File: src/design/ipsenc_pkg.sv
// ============================================================================
// ipsenc_pkg
// Shared types, constants and byte tables for the IPS patch record encoder.
// ============================================================================
`default_nettype none

package ipsenc_pkg;

    // Run buffer depth and derived widths
    localparam int MAX_RUN   = 32;
    localparam int RUN_LEN_W = $clog2(MAX_RUN + 1);
    localparam int RUN_IDX_W = $clog2(MAX_RUN);
    localparam int ADDR_W    = 40;
    localparam int START_W   = 32;
    localparam int CNT_W     = 3;

    // Last byte positions inside each fixed-size field
    localparam logic [CNT_W-1:0] HDR_LAST        = 3'd4;
    localparam logic [CNT_W-1:0] ADDR_LAST_WIDE  = 3'd3;
    localparam logic [CNT_W-1:0] ADDR_LAST_NARR  = 3'd2;
    localparam logic [CNT_W-1:0] LEN_LAST        = 3'd1;
    localparam logic [CNT_W-1:0] TRL_LAST_WIDE   = 3'd3;
    localparam logic [CNT_W-1:0] TRL_LAST_NARR   = 3'd2;

    // Action codes
    localparam logic ACT_BYTE   = 1'b0;
    localparam logic ACT_FINISH = 1'b1;

    // Sequencer states
    typedef enum logic [2:0] {
        S_IDLE,
        S_HEADER,
        S_ADDR,
        S_LEN,
        S_DATA,
        S_TRAILER,
        S_ERROR,
        S_COMMIT
    } t_state;

    // "PATCH" or "IPS32"
    function automatic logic [7:0] header_byte(input logic wide, input logic [CNT_W-1:0] idx);
        logic [7:0] b;
        b = 8'h00;
        if (wide) begin
            case (idx)
                3'd0:    b = 8'h49;
                3'd1:    b = 8'h50;
                3'd2:    b = 8'h53;
                3'd3:    b = 8'h33;
                3'd4:    b = 8'h32;
                default: b = 8'h00;
            endcase
        end else begin
            case (idx)
                3'd0:    b = 8'h50;
                3'd1:    b = 8'h41;
                3'd2:    b = 8'h54;
                3'd3:    b = 8'h43;
                3'd4:    b = 8'h48;
                default: b = 8'h00;
            endcase
        end
        return b;
    endfunction

    // "EOF" or "EEOF"
    function automatic logic [7:0] trailer_byte(input logic wide, input logic [CNT_W-1:0] idx);
        logic [7:0] b;
        b = 8'h00;
        if (wide) begin
            case (idx)
                3'd0:    b = 8'h45;
                3'd1:    b = 8'h45;
                3'd2:    b = 8'h4F;
                3'd3:    b = 8'h46;
                default: b = 8'h00;
            endcase
        end else begin
            case (idx)
                3'd0:    b = 8'h45;
                3'd1:    b = 8'h4F;
                3'd2:    b = 8'h46;
                default: b = 8'h00;
            endcase
        end
        return b;
    endfunction

    // Big-endian record address, 4 bytes wide or 3 bytes narrow
    function automatic logic [7:0] addr_byte(input logic wide,
                                             input logic [START_W-1:0] start,
                                             input logic [CNT_W-1:0] idx);
        logic [START_W-1:0] s;
        logic [7:0]         b;
        s = wide ? start : {start[23:0], 8'h00};
        case (idx)
            3'd0:    b = s[31:24];
            3'd1:    b = s[23:16];
            3'd2:    b = s[15:8];
            3'd3:    b = s[7:0];
            default: b = 8'h00;
        endcase
        return b;
    endfunction

endpackage

`default_nettype wire

File: src/design/ips_patch_record_encoder_core.sv
// A byte that extends the pending run is written to the run buffer with no output.
// A byte that starts a run emits header (5, once per patch) plus the previous
// record (5 or 6 + run length bytes), one byte per unstalled cycle, then commit.
// Finish emits header/record as above plus 3 or 4 trailer bytes, or one error byte.
// The single byte sequencer holds on output stalls; input stalls until it is idle.
// Reset (synchronous, active low) clears mode, run state and error; buffer is not cleared.
// ============================================================================
// ips_patch_record_encoder_core
// Groups ascending patched bytes into runs and emits an IPS/IPS32 byte stream.
// ============================================================================
`default_nettype none

module ips_patch_record_encoder_core
    import ipsenc_pkg::*;
(
    input  wire logic              i_clk,
    input  wire logic              i_rst_n,

    input  wire logic              i_cfg_we,
    input  wire logic              i_cfg_wdata,

    input  wire logic              i_in_valid,
    output      logic              o_in_stall,
    input  wire logic              i_action,
    input  wire logic [ADDR_W-1:0] i_address,
    input  wire logic [7:0]        i_value,

    output      logic              o_out_valid,
    input  wire logic              i_out_stall,
    output      logic [7:0]        o_out_byte,
    output      logic              o_end_of_patch,
    output      logic              o_error
);

    // Control and patch state
    t_state                 r_state, n_state;
    logic [CNT_W-1:0]       r_cnt, n_cnt;
    logic [RUN_IDX_W-1:0]   r_idx, n_idx;
    logic                   r_wide;
    logic                   r_header_sent, n_header_sent;
    logic [START_W-1:0]     r_run_start, n_run_start;
    logic [ADDR_W-1:0]      r_last_addr, n_last_addr;
    logic [RUN_LEN_W-1:0]   r_run_len, n_run_len;
    logic                   r_error_seen, n_error_seen;

    // Accepted transaction
    logic                   r_act;
    logic [ADDR_W-1:0]      r_addr;
    logic [7:0]             r_val;

    // Run buffer
    logic [7:0]             r_mem [MAX_RUN];
    logic [7:0]             r_rd_data;
    logic                   mem_we;
    logic [RUN_IDX_W-1:0]   mem_waddr;
    logic [7:0]             mem_wdata;

    // Output register
    logic                   r_out_valid;
    logic [7:0]             r_out_byte;
    logic                   r_out_end;
    logic                   r_out_err;

    // Sequencer byte source
    logic                   seq_emit;
    logic [7:0]             seq_byte;
    logic                   seq_end;
    logic                   seq_err;

    logic                   accept;
    logic                   out_free;
    logic                   step;
    logic                   contig;
    logic                   addr_over;
    logic                   start_over;
    logic                   run_full;
    logic                   data_last;
    logic [15:0]            len16;
    logic [CNT_W-1:0]       addr_last;
    logic [CNT_W-1:0]       trl_last;
    t_state                 first_phase;
    t_state                 after_flush;

    // Handshake
    assign o_in_stall  = (r_state != S_IDLE);
    assign accept      = i_in_valid && (r_state == S_IDLE);
    assign out_free    = !r_out_valid || !i_out_stall;
    assign step        = !seq_emit || out_free;

    // Decisions taken at transaction acceptance
    assign contig      = (r_run_len != '0) && (i_address == r_last_addr + ADDR_W'(1));
    assign addr_over   = r_wide ? (|i_address[39:32]) : (|i_address[39:24]);
    assign start_over  = (r_run_len != '0) && !r_wide && (|r_run_start[31:24]);
    assign run_full    = (r_run_len >= RUN_LEN_W'(MAX_RUN));
    assign first_phase = !r_header_sent      ? S_HEADER :
                         (r_run_len != '0)   ? S_ADDR   :
                         (i_action == ACT_FINISH) ? S_TRAILER : S_COMMIT;
    assign after_flush = (r_act == ACT_FINISH) ? S_TRAILER : S_COMMIT;

    assign len16       = 16'(r_run_len);
    assign addr_last   = r_wide ? ADDR_LAST_WIDE : ADDR_LAST_NARR;
    assign trl_last    = r_wide ? TRL_LAST_WIDE : TRL_LAST_NARR;
    assign data_last   = (RUN_LEN_W'(r_idx) == r_run_len - RUN_LEN_W'(1));

    // Next state of the sequencer
    always_comb begin
        n_state = r_state;
        n_cnt   = r_cnt;
        n_idx   = r_idx;
        case (r_state)
            S_IDLE: begin
                n_cnt = '0;
                if (accept) begin
                    if (i_action == ACT_FINISH) begin
                        n_state = (r_error_seen || start_over) ? S_ERROR : first_phase;
                    end else if (!r_error_seen && !contig && !addr_over && !start_over) begin
                        n_state = first_phase;
                    end
                end
            end
            S_HEADER: begin
                if (step) begin
                    if (r_cnt == HDR_LAST) begin
                        n_cnt   = '0;
                        n_state = (r_run_len != '0) ? S_ADDR : after_flush;
                    end else begin
                        n_cnt = r_cnt + CNT_W'(1);
                    end
                end
            end
            S_ADDR: begin
                if (step) begin
                    if (r_cnt == addr_last) begin
                        n_cnt   = '0;
                        n_state = S_LEN;
                    end else begin
                        n_cnt = r_cnt + CNT_W'(1);
                    end
                end
            end
            S_LEN: begin
                if (step) begin
                    if (r_cnt == LEN_LAST) begin
                        n_cnt   = '0;
                        n_idx   = '0;
                        n_state = S_DATA;
                    end else begin
                        n_cnt = r_cnt + CNT_W'(1);
                    end
                end
            end
            S_DATA: begin
                if (step) begin
                    if (data_last) begin
                        n_state = after_flush;
                    end else begin
                        n_idx = r_idx + RUN_IDX_W'(1);
                    end
                end
            end
            S_TRAILER: begin
                if (step) begin
                    if (r_cnt == trl_last) begin
                        n_cnt   = '0;
                        n_state = S_IDLE;
                    end else begin
                        n_cnt = r_cnt + CNT_W'(1);
                    end
                end
            end
            S_ERROR: begin
                if (step) begin
                    n_state = S_IDLE;
                end
            end
            S_COMMIT: begin
                n_state = S_IDLE;
            end
            default: begin
                n_state = S_IDLE;
            end
        endcase
    end

    // Byte produced by the sequencer
    always_comb begin
        seq_emit = 1'b0;
        seq_byte = 8'h00;
        seq_end  = 1'b0;
        seq_err  = 1'b0;
        case (r_state)
            S_HEADER: begin
                seq_emit = 1'b1;
                seq_byte = header_byte(r_wide, r_cnt);
            end
            S_ADDR: begin
                seq_emit = 1'b1;
                seq_byte = addr_byte(r_wide, r_run_start, r_cnt);
            end
            S_LEN: begin
                seq_emit = 1'b1;
                seq_byte = (r_cnt == '0) ? len16[15:8] : len16[7:0];
            end
            S_DATA: begin
                seq_emit = 1'b1;
                seq_byte = r_rd_data;
            end
            S_TRAILER: begin
                seq_emit = 1'b1;
                seq_byte = trailer_byte(r_wide, r_cnt);
                seq_end  = (r_cnt == trl_last);
            end
            S_ERROR: begin
                seq_emit = 1'b1;
                seq_end  = 1'b1;
                seq_err  = 1'b1;
            end
            default: begin
                seq_emit = 1'b0;
            end
        endcase
    end

    // Patch state updates and run buffer writes
    always_comb begin
        n_header_sent = r_header_sent;
        n_run_start   = r_run_start;
        n_last_addr   = r_last_addr;
        n_run_len     = r_run_len;
        n_error_seen  = r_error_seen;
        mem_we        = 1'b0;
        mem_waddr     = r_run_len[RUN_IDX_W-1:0];
        mem_wdata     = i_value;
        case (r_state)
            S_IDLE: begin
                if (accept && (i_action == ACT_BYTE) && !r_error_seen) begin
                    if (contig) begin
                        if (run_full) begin
                            n_error_seen = 1'b1;
                        end else begin
                            mem_we      = 1'b1;
                            n_run_len   = r_run_len + RUN_LEN_W'(1);
                            n_last_addr = i_address;
                        end
                    end else if (addr_over || start_over) begin
                        n_error_seen = 1'b1;
                    end else begin
                        n_header_sent = 1'b1;
                    end
                end else if (accept && (i_action == ACT_FINISH)) begin
                    n_header_sent = 1'b1;
                end
            end
            S_COMMIT: begin
                // New run starts once the previous one has been sent
                mem_we      = 1'b1;
                mem_waddr   = '0;
                mem_wdata   = r_val;
                n_run_start = r_addr[START_W-1:0];
                n_last_addr = r_addr;
                n_run_len   = RUN_LEN_W'(1);
            end
            S_TRAILER, S_ERROR: begin
                if (step && ((r_state == S_ERROR) || (r_cnt == trl_last))) begin
                    n_header_sent = 1'b0;
                    n_run_start   = '0;
                    n_last_addr   = '0;
                    n_run_len     = '0;
                    n_error_seen  = 1'b0;
                end
            end
            default: begin
                n_run_len = r_run_len;
            end
        endcase
    end

    // Control registers
    always_ff @(posedge i_clk) begin
        if (!i_rst_n) begin
            r_state       <= S_IDLE;
            r_cnt         <= '0;
            r_idx         <= '0;
            r_wide        <= 1'b0;
            r_header_sent <= 1'b0;
            r_run_start   <= '0;
            r_last_addr   <= '0;
            r_run_len     <= '0;
            r_error_seen  <= 1'b0;
            r_out_valid   <= 1'b0;
        end else begin
            r_state       <= n_state;
            r_cnt         <= n_cnt;
            r_idx         <= n_idx;
            r_header_sent <= n_header_sent;
            r_run_start   <= n_run_start;
            r_last_addr   <= n_last_addr;
            r_run_len     <= n_run_len;
            r_error_seen  <= n_error_seen;
            if (i_cfg_we) begin
                r_wide <= i_cfg_wdata;
            end
            if (out_free) begin
                r_out_valid <= seq_emit;
            end
        end
    end

    // Transaction capture and output payload
    always_ff @(posedge i_clk) begin
        if (accept) begin
            r_act  <= i_action;
            r_addr <= i_address;
            r_val  <= i_value;
        end
        if (seq_emit && out_free) begin
            r_out_byte <= seq_byte;
            r_out_end  <= seq_end;
            r_out_err  <= seq_err;
        end
    end

    // Run buffer: one write port, registered read at the next data index
    always_ff @(posedge i_clk) begin
        if (mem_we) begin
            r_mem[mem_waddr] <= mem_wdata;
        end
        r_rd_data <= r_mem[n_idx];
    end

    assign o_out_valid    = r_out_valid;
    assign o_out_byte     = r_out_byte;
    assign o_end_of_patch = r_out_end;
    assign o_error        = r_out_err;

endmodule

`default_nettype wire
File: config.mk
export PLATFORM = sky130hd
export DESIGN_NAME = ips_patch_record_encoder_core
export DESIGN_NICKNAME = d
export VERILOG_FILES = /design/src/design/ipsenc_pkg.sv /design/src/design/ips_patch_record_encoder_core.sv
export SDC_FILE = /design/constraint.sdc
export NUM_CORES = 1
export LEC_CHECK = 0
export BUFFER_PORTS_ARGS = -buffer_cell sky130_fd_sc_hd__buf_2
export CORE_MARGIN = 2
export CORE_UTILIZATION = 25
export CTS_CLUSTER_DIAMETER = 50
export DETAILED_ROUTE_END_ITERATION = 8
export GPL_ROUTABILITY_DRIVEN = 0
export HOLD_SLACK_MARGIN = 0.06
export PLACE_DENSITY = 0.5
export SKIP_LAST_GASP = 1
export SYNTH_ARGS = -nofsm -noshare
export SYNTH_HDL_FRONTEND = slang
export SYNTH_SLANG_ARGS = --single-unit
File: constraint.sdc
create_clock -name i_clk -period 9.59 [get_ports i_clk]
set_clock_uncertainty 0.2 [all_clocks]
set_input_delay 1.918 -clock i_clk [delete_from_list [all_inputs] [get_ports i_clk]]
set_output_delay 1.918 -clock i_clk [all_outputs]
set_load 0.1 [all_outputs]
==> summary.md <==
| Metric | Value |
|---|---|
| Count of pins over their slew limit | 0 |
| Final ANT Viol Nets | 0 |
| Worst reg2reg path depth | 11 |
| H-Tree Depth | 2 |
| Area Growth Syn to Fin | 15.25% |
| Final setup vio count | 0 |
| Status | finished clean |
| Clock Sinks | approximately 420 |
| Unique masters post-synth | 83 |
| P_leak | between 6 and 7 nW |
| Combinational share of power | 0.198 |
| Dpl ws | 2.765 ns |
| Tightest Pin Transition | about 1.2 ns |
| Die area | around 80000 sq um |
| Number of diodes | 0 |
| DR pass1 iterations | 5 |
| Core area | around 77000 sq um |
| P_sw | 1.560 mW |
| Buffers on Ports | 66 |
| # IOs | 67 |
| DR vias | 14596 |
| Placed Instances | 2757 |
| Crit Reg-Reg Startpoint | r_last_addr[0] |
| Hold Path Class | flip-flop to flip-flop |
| Vias in the first global route | 14329 |
| Worst Hold End | r_run_start[15] |
| Startpoint Class | flip-flop |
| Area share of the largest cell type after synthesis | 0.4882 |
| Fin crit period | between 6 and 7 ns |
| Total grt overflow | 0 |
| Share of layout cells above drive strength 1 | 0.1189 |
| Worst hold start | r_run_start[15] |
| Fin. Hold Viols | 0 |
| Setup_tns | 0 ns |
| Final worst setup slack | 3.311 ns |
| # fillers | between 7000 and 8000 |
| Max-cap violation count | 0 |
| Number of antenna violations at the first check in global routing | 1 |
| Slew margin rel. | 0.1689 |
| RSZ-0062 raised after global routing | false |
| DRC | 0 |
| Arr. time, crit path | ~6.3 ns |
| Hold buffer count at cts | 0 |
| Post-Syn Nets | 1808 |
| CP required | around 9.6 ns |
| WL final | 60.31 mm |
| Root buffer cell | clkbuf_16 |
| Count leader, synth | edfxtp_1 |
| Internal cell power | around 3.3 mW |
| Routed wire per std cell | 21.23 um |
| CP peak stage delay | 0.98 ns |
| DP Area | 20790 sq um |
| Critical path endpoint category | flip-flop |
| Initial core utilization | 0.2514 |
| Hold depth | 2 |
| Critical path type | flip-flop to flip-flop |
| Post-detail-place hpwl | approximately 40 mm |
| Hold slack final | 0.2563 ns |
| Row count | 102 |
| Largest net degree at the start of global routing | 86 |
| Flop pwr share | 0.435 |
| Via/cell ratio | between 5 and 6 |
| Clk Latency, worst-skew pair | 0.61 ns |
| R2r setup slk | about 3.3 ns |
| CTS buffer count | 48 |
| Post-Syn Area per Cell | 11.12 sq um |
| Switch share | 0.3204 |
| Clock power frac | 0.367 |
| Die Y | roughly 280 um |
| Async SR Flop Fraction | 0 |
| Synth area leaders | edfxtp_1 49%, dfxtp_1 10%, nand2_1 4.7% |
| FF-to-FF End | r_mem[30][7] |
| Worst path slowest cell | nor3_1 |
| Leading area contributor after synthesis | edfxtp_1 |
| Longest Clk Path Bufs | 3 |
| Die Wd | 282.4 um |
| GRT Total Usage | 0.1493 |
| Nets | between 1500 and 2000 |
| Seq/Total Area, Yosys | 0.5925 |
| Initial DRC count | approximately 1300 |
| Critical path, cell by cell | ha_1 > nand3_1 > nor3_1 > nand3_1 > a211oi_1 > o211ai_1 > nor4_4 > buf_4 > nand3_2 > buf_4 > nor3_1 |
| Max Fclk | 159.2 MHz |
| Pwr per Cell Area | 218.0 nW/um^2 |
| Postcts setup bufs | 0 |
| Crit-path max FO | 36 |
| Mapped Area | 19380 sq um |
| Tcrit/Tclk final | 0.6548 |
| Main synth FF type | edfxtp_1 |
| Post-synth EDFFs | 315 |
| Register bit total from synthesis | 416 |
| Global-route wire length before repair | 90.85 mm |
| Design Area, Final | 22330 sq um |
| Non-Filler Instances | 2840 |
| Post-Syn Instances | roughly 1700 |
| Worst VDD drop | 0.1354 mV |
| Synth warnings | 0 |
| Clk slew on worst S/H paths | 0.06 ns |
| Post-synth top cells | 315 x edfxtp_1, 244 x nand2_1, 151 x a21oi_1 |
| PostCTS Resize Cnt | 0 |
| CTS tree | done |
[worst max-delay path, delay by kind of cell (launching register included)]
kind / cells / cell delay (ns)
fa+ha+maj: 1 / 0.26
compound gates: 2 / 0.53
flops: 1 / 0.43
simple gates: 6 / 3.49
buf+inv: 2 / 0.91
[registers in the layout, summed over array words and instances, names as in the netlist, 3 cells and up]
signal       cells
r_last_addr     40
r_state          3
r_idx            5
r_run_len        6
r_cnt            3
r_val            8
r_run_start     32
r_addr          40
r_rd_data        8
r_mem          256
o_out_byte       8
[per-layer routing]
metal,vias up,GRT usage,wire length [um]
met4,2,0.04857,1584
met5,-,0,13
li1,6741,-,-
met1,7281,0.2008,26720
met2,485,0.2408,28240
met3,87,0.02891,3750
[through the flow]
| step | total power [mW] | utilization |
|---|---|---|
| after detailed placement | 3.117 | 0.2697 |
| after global routing | 5.049 | 0.2897 |
| after CTS | 4.905 | 0.2897 |
| after floorplan | 2.814 | - |
| after global placement | 3.110 | 0.2697 |
| final | 4.869 | 0.2897 |
[cell usage in the layout, fill, tap and decap left out, types with 19 or more instances in the layout]
master / n
edfxtp_1: 315
nand2_1: 235
a21oi_1: 151
dfxtp_1: 101
o21ai_0: 86
nor2_1: 69
buf_2: 66
nand3_1: 57
nor3_1: 50
clkbuf_16: 50
mux2i_1: 46
a32o_1: 38
a22oi_1: 34
xnor2_1: 34
nor4_1: 25
buf_4: 25
a211oi_1: 21
inv_1: 20
nand4_1: 20
xor2_1: 19
and4_1: 19
[kinds of logic (layout without fill, tap and decap cells)]
group / count (synthesis) / after routing / share of synthesized area
AND/OR/NAND/NOR: 580 / 580 / 0.1477
AO/OA/AOI/OAI: 486 / 486 / 0.1694
flip-flops: 416 / 416 / 0.5925
buffers and inverters: 139 / 196 / 0.02860
multiplexers: 59 / 59 / 0.03132
XOR/XNOR: 53 / 53 / 0.02396
adder cells (fa/ha/maj): 10 / 10 / 0.006457
[area by class of cell]
class	count	area (sq um)	area share
Clock buffer	57	1297	0.05810
Clock inverter	26	245.2	0.01098
Inverter	22	82.58	0.003698
Multi-Input combinational cell	1188	7407	0.3317
Sequential cell	416	11480	0.5141
Tap cell	1040	1301	0.05827
Timing Repair Buffer	91	518.0	0.02319
[worst max-delay path by stage]
stage | cells after the start | from | to | slack, ns
after floorplan | 7 | i_in_valid | r_mem[24][0] | 3.80
after global placement | 10 | i_address[27] | r_mem[22][1] | 2.83
after detailed placement | 10 | i_address[27] | r_mem[30][3] | 2.76
after CTS | 10 | i_address[27] | r_mem[7][6] | 3.38
after global routing | 11 | r_last_addr[0] | r_mem[30][6] | 2.88
final | 11 | r_last_addr[0] | r_mem[30][7] | 3.31
[power by group through the flow]
stage / clock network [mW] / logic (mW) / registers, mW
2_1_floorplan: 0 / 0.495 / 2.32
3_3_place_gp: 0 / 0.954 / 2.16
3_5_place_dp: 0 / 0.959 / 2.16
4_1_cts: 1.82 / 0.962 / 2.12
5_1_grt: 1.89 / 1.03 / 2.13
6_report: 1.79 / 0.964 / 2.12
Power figures use the tool's default switching activity.
